$ cat src/hdl/efm_pkg.sv
package efm_pkg;

  // Counter width; the design holds for 8 to 48.
  localparam int COUNT_BITS = 32;

  localparam int TIME_W = 32;
  localparam int FREQ_W = 42;

  // ticks * 1000 needs ten more bits than the counter.
  localparam int DIV_W  = COUNT_BITS + 10;
  localparam int STEP_W = $clog2(DIV_W + 1);
  localparam int EXT_W  = (DIV_W > FREQ_W) ? DIV_W : FREQ_W;

  // Operation codes
  localparam logic [1:0] OP_TICK    = 2'd0;
  localparam logic [1:0] OP_RESTART = 2'd1;
  localparam logic [1:0] OP_MEASURE = 2'd2;

  // Status codes
  localparam logic [1:0] ST_OK       = 2'd0;
  localparam logic [1:0] ST_OVERFLOW = 2'd1;
  localparam logic [1:0] ST_NO_TIME  = 2'd2;

  typedef struct packed {
    logic [1:0]        operation;
    logic [TIME_W-1:0] now_ms;
  } efm_in_t;

  typedef struct packed {
    logic [FREQ_W-1:0] frequency_hz;
    logic [1:0]        status;
  } efm_out_t;

endpackage

$ cat src/hdl/event_frequency_meter.sv
// Gated frequency counter.
//
// Input channel (in_valid/in_ready/in_data) carries one operation per
// transaction: a tick event, a window restart, or a measure request. Restart
// and measure carry the current time in ms. Ticks and restarts complete in the
// cycle they are accepted, so between measures ticks stream at one per cycle.
//
// A measure returns one transaction on the output channel (out_valid/
// out_ready/out_data): ticks * 1000 / elapsed_ms, or zero with a failure status
// on counter overflow or zero elapsed time. The window restarts at the measure
// time either way. The quotient comes from one shared restoring divider that
// retires one quotient bit per cycle in S_DIV; a measure holds in_ready low
// through S_DIV and S_DONE, and out_valid is registered from S_DONE once the
// output register is free. Failing measures skip the divider and go from
// acceptance straight to S_DONE.
//
// The output register decouples the channels: ticks and restarts keep being
// accepted while a result waits. A finished measure waits in the done state,
// with in_ready low, until the output register frees up.
// Reset clears the count, the overflow flag, the window start and out_valid.
module event_frequency_meter
  import efm_pkg::*;
(
  input  logic     clk,
  input  logic     rst_n,
  input  logic     in_valid,
  output logic     in_ready,
  input  efm_in_t  in_data,
  output logic     out_valid,
  input  logic     out_ready,
  output efm_out_t out_data
);

  typedef enum logic [1:0] {
    S_IDLE,
    S_DIV,
    S_DONE
  } state_t;

  localparam logic [COUNT_BITS-1:0] COUNT_MAX = '1;

  state_t state_r, state_nxt;

  // Window state
  logic [COUNT_BITS-1:0] count_r, count_nxt;
  logic [TIME_W-1:0]     start_r, start_nxt;
  logic                  ovf_r, ovf_nxt;

  // Divider: quo_r shifts the dividend out and the quotient in
  logic [DIV_W-1:0]  quo_r, quo_nxt;
  logic [TIME_W-1:0] rem_r, rem_nxt;
  logic [TIME_W-1:0] den_r, den_nxt;
  logic [STEP_W-1:0] step_r, step_nxt;
  logic [1:0]        status_r, status_nxt;

  logic     out_valid_r, out_valid_nxt;
  efm_out_t out_data_r, out_data_nxt;

  logic                  accept;
  logic [TIME_W-1:0]     elapsed;
  logic [DIV_W-1:0]      cnt_ext;
  logic [DIV_W-1:0]      product;
  logic [COUNT_BITS-1:0] count_inc;
  logic [TIME_W:0]       rem_sh;
  logic [TIME_W+1:0]     diff;
  logic [EXT_W-1:0]      quo_ext;
  logic [FREQ_W-1:0]     freq;
  logic                  out_free;

  assign accept   = in_valid && in_ready;
  assign in_ready = (state_r == S_IDLE);
  assign out_free = !out_valid_r || out_ready;

  assign elapsed = in_data.now_ms - start_r;

  // ticks * 1000 as (t << 10) - (t << 4) - (t << 3); exact in DIV_W bits
  assign cnt_ext = DIV_W'(count_r);
  assign product = (cnt_ext << 10) - (cnt_ext << 4) - (cnt_ext << 3);

  assign count_inc = count_r + COUNT_BITS'(1);

  // One restoring division step
  assign rem_sh = {rem_r, quo_r[DIV_W-1]};
  assign diff   = {1'b0, rem_sh} - {2'b00, den_r};

  // Saturate to the output field when the quotient can be wider
  assign quo_ext = EXT_W'(quo_r);
  assign freq    = (|(quo_ext >> FREQ_W)) ? '1 : quo_ext[FREQ_W-1:0];

  always_comb begin
    state_nxt     = state_r;
    count_nxt     = count_r;
    start_nxt     = start_r;
    ovf_nxt       = ovf_r;
    quo_nxt       = quo_r;
    rem_nxt       = rem_r;
    den_nxt       = den_r;
    step_nxt      = step_r;
    status_nxt    = status_r;
    out_valid_nxt = out_valid_r;
    out_data_nxt  = out_data_r;

    if (out_valid_r && out_ready) begin
      out_valid_nxt = 1'b0;
    end

    unique case (state_r)
      S_IDLE: begin
        if (accept) begin
          case (in_data.operation)
            OP_TICK: begin
              // count holds at max; flag is sticky
              if (count_r != COUNT_MAX) begin
                count_nxt = count_inc;
              end
              if (count_r == COUNT_MAX || count_inc == COUNT_MAX) begin
                ovf_nxt = 1'b1;
              end
            end
            OP_RESTART: begin
              count_nxt = '0;
              start_nxt = in_data.now_ms;
              ovf_nxt   = 1'b0;
            end
            OP_MEASURE: begin
              count_nxt = '0;
              start_nxt = in_data.now_ms;
              ovf_nxt   = 1'b0;
              rem_nxt   = '0;
              den_nxt   = elapsed;
              step_nxt  = STEP_W'(DIV_W);
              if (ovf_r) begin
                status_nxt = ST_OVERFLOW;
                quo_nxt    = '0;
                state_nxt  = S_DONE;
              end else if (elapsed == '0) begin
                status_nxt = ST_NO_TIME;
                quo_nxt    = '0;
                state_nxt  = S_DONE;
              end else begin
                status_nxt = ST_OK;
                quo_nxt    = product;
                state_nxt  = S_DIV;
              end
            end
            default: ;  // unused code: ignored
          endcase
        end
      end
      S_DIV: begin
        if (!diff[TIME_W+1]) begin
          rem_nxt = diff[TIME_W-1:0];
          quo_nxt = {quo_r[DIV_W-2:0], 1'b1};
        end else begin
          rem_nxt = rem_sh[TIME_W-1:0];
          quo_nxt = {quo_r[DIV_W-2:0], 1'b0};
        end
        step_nxt = step_r - STEP_W'(1);
        if (step_r == STEP_W'(1)) begin
          state_nxt = S_DONE;
        end
      end
      S_DONE: begin
        if (out_free) begin
          out_valid_nxt             = 1'b1;
          out_data_nxt.frequency_hz = freq;
          out_data_nxt.status       = status_r;
          state_nxt                 = S_IDLE;
        end
      end
      default: state_nxt = S_IDLE;
    endcase
  end

  always_ff @(posedge clk) begin
    if (!rst_n) begin
      state_r     <= S_IDLE;
      count_r     <= '0;
      start_r     <= '0;
      ovf_r       <= 1'b0;
      out_valid_r <= 1'b0;
    end else begin
      state_r     <= state_nxt;
      count_r     <= count_nxt;
      start_r     <= start_nxt;
      ovf_r       <= ovf_nxt;
      out_valid_r <= out_valid_nxt;
    end
    quo_r      <= quo_nxt;
    rem_r      <= rem_nxt;
    den_r      <= den_nxt;
    step_r     <= step_nxt;
    status_r   <= status_nxt;
    out_data_r <= out_data_nxt;
  end

  assign out_valid = out_valid_r;
  assign out_data  = out_data_r;

endmodule

$ cat config.mk
export PLATFORM = sky130hd
export DESIGN_NAME = event_frequency_meter
export DESIGN_NICKNAME = d
export VERILOG_FILES = /design/src/hdl/efm_pkg.sv /design/src/hdl/event_frequency_meter.sv
export SDC_FILE = /design/constraint.sdc
export NUM_CORES = 1
export LEC_CHECK = 0
export BUFFER_PORTS_ARGS = -buffer_cell sky130_fd_sc_hd__buf_4
export CORE_MARGIN = 8
export CORE_UTILIZATION = 47
export DETAILED_ROUTE_END_ITERATION = 12
export PLACE_DENSITY = 0.73
export SYNTH_ARGS = -nofsm -noshare
export SYNTH_HDL_FRONTEND = slang
export SYNTH_SLANG_ARGS = --single-unit
$ cat constraint.sdc
create_clock -name clk -period 6.15 [get_ports clk]
set_input_delay 0.3075 -clock clk [delete_from_list [all_inputs] [get_ports clk]]
set_output_delay 0.3075 -clock clk [all_outputs]
set_load 0.01 [all_outputs]
# After elaboration in Yosys (flattened, before gate mapping)

Cells that the tools add are included.

Flip-flop bits (word level): 226
Bits in latches: 0
Memory bits (writable): 0
Bits in read-only memories: 0
Output and inout port bits: 46
Logic and storage cells: 78
Memories: 0

Add/sub/neg operators: 6
Multipliers: 0
Divide/modulo/power cells: 0
Order comparisons: 0
Eq/ne operators: 14
Shift-type cells: 0
Mux-type cells: 28
Bitwise gates (word level): 0
Reduce and logical (&&, ||, !) cells: 18

Operator list:

| cell                                                | count |
|---|---|
| two-way mux 42 bit                                  | 4 |
| two-way mux 32 bit                                  | 4 |
| case mux 32 bit (2 select lines)                    | 2 |
| case mux 42 bit (2 select lines)                    | 1 |
| equality test 32 bit, second input constant         | 2 |
| subtractor 42 x 35 -> 42 bit                        | 1 |
| subtractor 42 x 36 -> 42 bit                        | 1 |
| subtractor 33 x 32 -> 34 bit                        | 1 |
| adder 32 x 1 -> 32 bit, second input constant       | 1 |
| zero test 32 bit                                    | 1 |
| != test 32 bit, second input constant               | 1 |
| subtractor 32 bit                                   | 1 |
| two-way mux 2 bit                                   | 7 |
| two-way mux 6 bit                                   | 2 |
| case mux 6 bit (2 select lines)                     | 1 |
| AND reduction 4 bit                                 | 3 |
| AND reduction 3 bit                                 | 3 |
| != test 2 bit, second input constant                | 4 |
| equality test 6 x 1 -> 1 bit, second input constant | 1 |
| case mux 2 bit (3 select lines)                     | 1 |
| subtractor 6 x 1 -> 6 bit, second input constant    | 1 |
| two-way mux 1 bit                                   | 5 |
| equality test 2 x 1 -> 1 bit, second input constant | 2 |
| equality test 2 bit, second input constant          | 2 |
| other kinds (9)                                     | 14 |

# Depth between registers and ports, before layout

Depth after elaboration: 7
Mapped depth: 17
Depth with buffers taken out: 15

# Least setup slack after synthesis

No wires, ideal clock.

Path type: input port to flip-flop
Start point: in in_data[32] (netlist name)
End point: reg quo_r[0], in the netlist freq[0] (enable)
Arrival: 3932 ps
Required time: 5630 ps
Path slack: 1698 ps
Stages: 4
Buffers on the path: 0
Path through: inv_1 -> ha_1 -> a21oi_1 -> nor2_1

Longest elaborated chain between the ends: 3

RTL lines:

| what                                    | line                         | source |
|---|---|---|
| start, declared                         | event_frequency_meter.sv:28  | `input efm_in_t in_data,` |
| equality test 2 bit                     | event_frequency_meter.sv:110 | `case (in_data.operation)` |
| != test 2 x 1 -> 1 bit (no source line) | --                           |  |
| AND reduction 3 bit (no source line)    | --                           |  |
| end signal, assigned                    | event_frequency_meter.sv:189 | `quo_r <= quo_nxt;` |
| end, declared                           | event_frequency_meter.sv:50  | `logic [DIV_W-1:0] quo_r, quo_nxt;` |

Every way passes these cells.
A chain may end at the register's enable or synchronous reset.

# Final worst setup path

Start point: reg count_r[2]
End point: reg quo_r[36], in the netlist freq[36] (data pin)

Longest elaborated chain between the ends: 7

RTL lines:

| what                                 | line                         | source |
|---|---|---|
| start, declared                      | event_frequency_meter.sv:45  | `logic [COUNT_BITS-1:0] count_r, count_nxt;` |
| start signal, assigned               | event_frequency_meter.sv:184 | `count_r <= count_nxt;` |
| subtractor 42 x 36 -> 42 bit         | event_frequency_meter.sv:78  | `assign product = (cnt_ext << 10) - (cnt_ext << 4) - (cnt_ext << 3);` |
| subtractor 42 x 35 -> 42 bit (*)     | event_frequency_meter.sv:78  |  |
| two-way mux 42 bit (*)               | event_frequency_meter.sv:136 | `end else if (elapsed == '0) begin` |
| two-way mux 42 bit (*)               | event_frequency_meter.sv:132 | `if (ovf_r) begin` |
| two-way mux 42 bit (*)               | event_frequency_meter.sv:110 |  |
| two-way mux 42 bit (*)               | event_frequency_meter.sv:109 | `if (accept) begin` |
| case mux 42 bit (2 select lines) (*) | event_frequency_meter.sv:107 | `unique case (state_r)` |
| named net quo_nxt[36]                | event_frequency_meter.sv:50  |  |

The timed path passes the listed nets; every way through them passes the cells marked *. The select of a mux whose other input is x is not followed.

==> impl_results.md <==
- Status: completed
- Initial DRC Count: roughly 1100
- Critical Path Most Common Cell: o21ai_0
- First-pass GRT wire length: between 60 and 70 mm
- Number of H-tree levels: 1
- Count of final max-slew check failures: 0
- Post-route ant nets: 0
- Met2 Use GR: 26.4%
- Finish-stage setup viols: 0
- Top cell type's share of synthesized area: 29.7%
- CTS Buf Count: 26
- GRT Total Usage: 17.9%
- Vias per cell: 5.70
- Vias: between 10000 and 15000
- Fin cells: 2231
- Net count after synthesis: 1918
- Leakage: approximately 7.4 nW
- Final Cell Area: 17900 µm²
- Sw power: approximately 1.2 mW
- Grt ovf: 0
- RePlAce Congestion: 0.943
- Sequential share of power: just over 40%
- Largest net degree at the start of global routing: 72
- Slowest CP cell: dfxtp_1
- Initial antenna violation count: 0
- I/O Buffers: 83
- Post-synth EDFFs: 158
- Cell internal pwr: 3.08 mW
- Layout Nets: 1973
- Crit-path max FO: 8
- Dpl cell area: 17000 µm²
- Routed wire length: 37.3 mm
- Distinct cells, synth: approximately 70
- CP Cell Sequence: inv_1, ha_1, ha_1, o21ai_0, a221oi_1, o21ai_0, o21ai_0, a31oi_1, o21a_1, o21ai_0, nand4_1, o211ai_1, a22oi_1, a32o_1
- CP startpoint kind: flop
- Post-synthesis register bit count: between 200 and 250
- RSZ-0062 raised after global routing: false
- Final period utilization: a little under three quarters
- Worst path bufs/invs: 1
- Vias in the first global route: 11900
- Hold_buf cts: 0
- # placed instances: 2183
- Crit path DAT: ~4.7 ns
- Post-CTS Repair Setup Buffers: 0
- Mapped Cells: 1708
- Initial core utilization: 47.7%
- Post-cts gate resize count: 0
- Overall Power: 4.27 mW
- Gate power share: 19.3%
- Synth area leaders: edfxtp_1, ha_1, dfxtp_1
- Met3 Use GR: 2.60%
- Slew HR: 21.1%
- Post-Syn Area: 16000 µm²
- Clk sinks: approximately 230
- Total core area: 33500 µm²
- N_diodes: 0
- Share of flip-flops with an asynchronous set or reset: 0%
- Die Y: 200 µm
- Site Rows: 67
- Clock share of power: 39.2%
- Ys flop type: edfxtp_1
- Post-route DRC violation count: 0
- Met1 GRT Util: 27.4%
- YS warnings: 0
- Max stage delay on crit path: 0.54 ns
- Busiest grt layer: met1
- Final Critical Period: around 4.4 ns
- Sw frac: between 20% and 30%
- Setup slack after layout: ~1.7 ns
- Worst Path Required: 6.46 ns
- Hpwl dp: ~28 mm
- Die Wd: approximately 200 µm
- Share of layout cells above drive strength 1: approximately 8.9%
- Slew @ Worst Pin: 1.18 ns
- Maximum VDD drop: 326 µV
- Avg Cell Area, Syn: ~9.4 µm²
- Max Fclk: 227 MHz
- Pre-CTS setup slack: 1.79 ns
- P&R area growth vs syn: 12.2%
- Clock slew at the register clock pins of the worst setup and hold paths: 0.07 ns
- Endpoint class of the critical path: flop
- Post-synthesis sequential area ratio: 38.2%
- Die Footprint: roughly 40000 µm²
- Clock Tree Root: clkbuf_16
- CP Class: flop to flop
- Final hold viol count: 0
- DR WL/cell: 16.7 µm
- Final Skew: 0.0245 ns
- Fill cells: 2995
- Top Family by Delay on Critical Path: compound AO/OA/AOI/OAI gates
- CTS max path bufs: 3
- DRT Pass-1 Iters: 6
- Cell taking the most area after synthesis: edfxtp_1
- Maxcap violations: 0
- PwrDens: 238 nW/µm²
- CTS tree: done
- Fin Setup TNS: 0 ns
- Worst skew pair latency: around 0.56 ns
- I/O pins: 84
- Tightest Hold Check Type: input port to flop
-- metal layers --
layer  vias to the layer above  wire length [µm]
met5                         -                 0
met4                         0               523
met3                        41              2520
met2                       422             15500
met1                      5978             18800
li1                       6273                 -
-- cells in the mapped netlist, drive strengths merged, types with 37 or more instances --
| cell | n |
|---|---|
| o21ai | 103 |
| clkbuf | 57 |
| dfxtp | 68 |
| and2 | 37 |
| edfxtp | 158 |
| inv | 138 |
| ha | 145 |
| a21oi | 113 |
| nand2 | 160 |
| xnor2 | 71 |
| a21boi | 40 |
| nor2 | 119 |
| a21o | 38 |
| nand3 | 42 |
-- power groups by stage --
stage	sequential (mW)	clock, mW	combinational, mW
3_5_place_dp	1.80	0	0.814
6_report	1.77	1.68	0.826
2_1_floorplan	1.79	0	0.626
4_1_cts	1.77	1.70	0.819
5_1_grt	1.78	1.76	0.916
3_3_place_gp	1.80	0	0.796
-- worst paths after layout --
kind                            startpoint  depth (start not counted)      endpoint  slack [ns]
worst max register to register  count_r[2]                         14      freq[36]        1.75
worst min-delay path            in_data[0]                          3    start_r[0]        0.02
worst min register to register    freq[10]                          0  out_data[12]        0.45
worst max-delay path            count_r[2]                         14      freq[36]        1.75
-- per-stage QoR --
stage	util [%]	hold slack, ns
2_1_floorplan	-	0.400
3_3_place_gp	50.7	0.435
3_5_place_dp	50.7	0.438
4_1_cts	53.5	0.00544
5_1_grt	53.5	0.0117
6_report	53.5	0.0198
-- sequential cells by signal (all words and copies together), names as in the netlist --
name	flops
start_r	32
den_r	32
step_r	6
out_valid	1
ovf_r	1
state_r	2
count_r	32
rem_r	32
status_r	2
freq	42
out_data	44
-- cell type report --
cell class              instances  area, µm²  area share (%)
clock buffers                  28        668            3.72
clock inverters                20        259            1.44
inverters                     138        518            2.89
multi-input cells            1277       9120            50.9
flip-flops and latches        226       6110            34.0
well taps                     448        561            3.12
repair buffers                 94        706            3.93
-- worst min-delay path, stage by stage --
cell      delay [ns]
buf_4           0.11
nand2_1         0.04
a21boi_0        0.06
-- cells by family after synthesis --
family	synth area share [%]
AO/OA/AOI/OAI	19.7
XOR/XNOR	5.81
adder cells (fa/ha/maj)	14.7
buffers and inverters	4.99
flip-flops	38.2
multiplexers	1.70
AND/OR/NAND/NOR	14.9
-- placed cells by master (no fill, tap or decap), drive strengths merged, types with 40 or more instances in the layout --
| master | n |
|---|---|
| edfxtp | 158 |
| xnor2 | 71 |
| nand2 | 160 |
| ha | 145 |
| o21ai | 103 |
| buf | 94 |
| nand3 | 42 |
| a21boi | 40 |
| a21oi | 113 |
| dfxtp | 68 |
| nor2 | 119 |
| inv | 142 |
(Power assumes the default switching activity.)
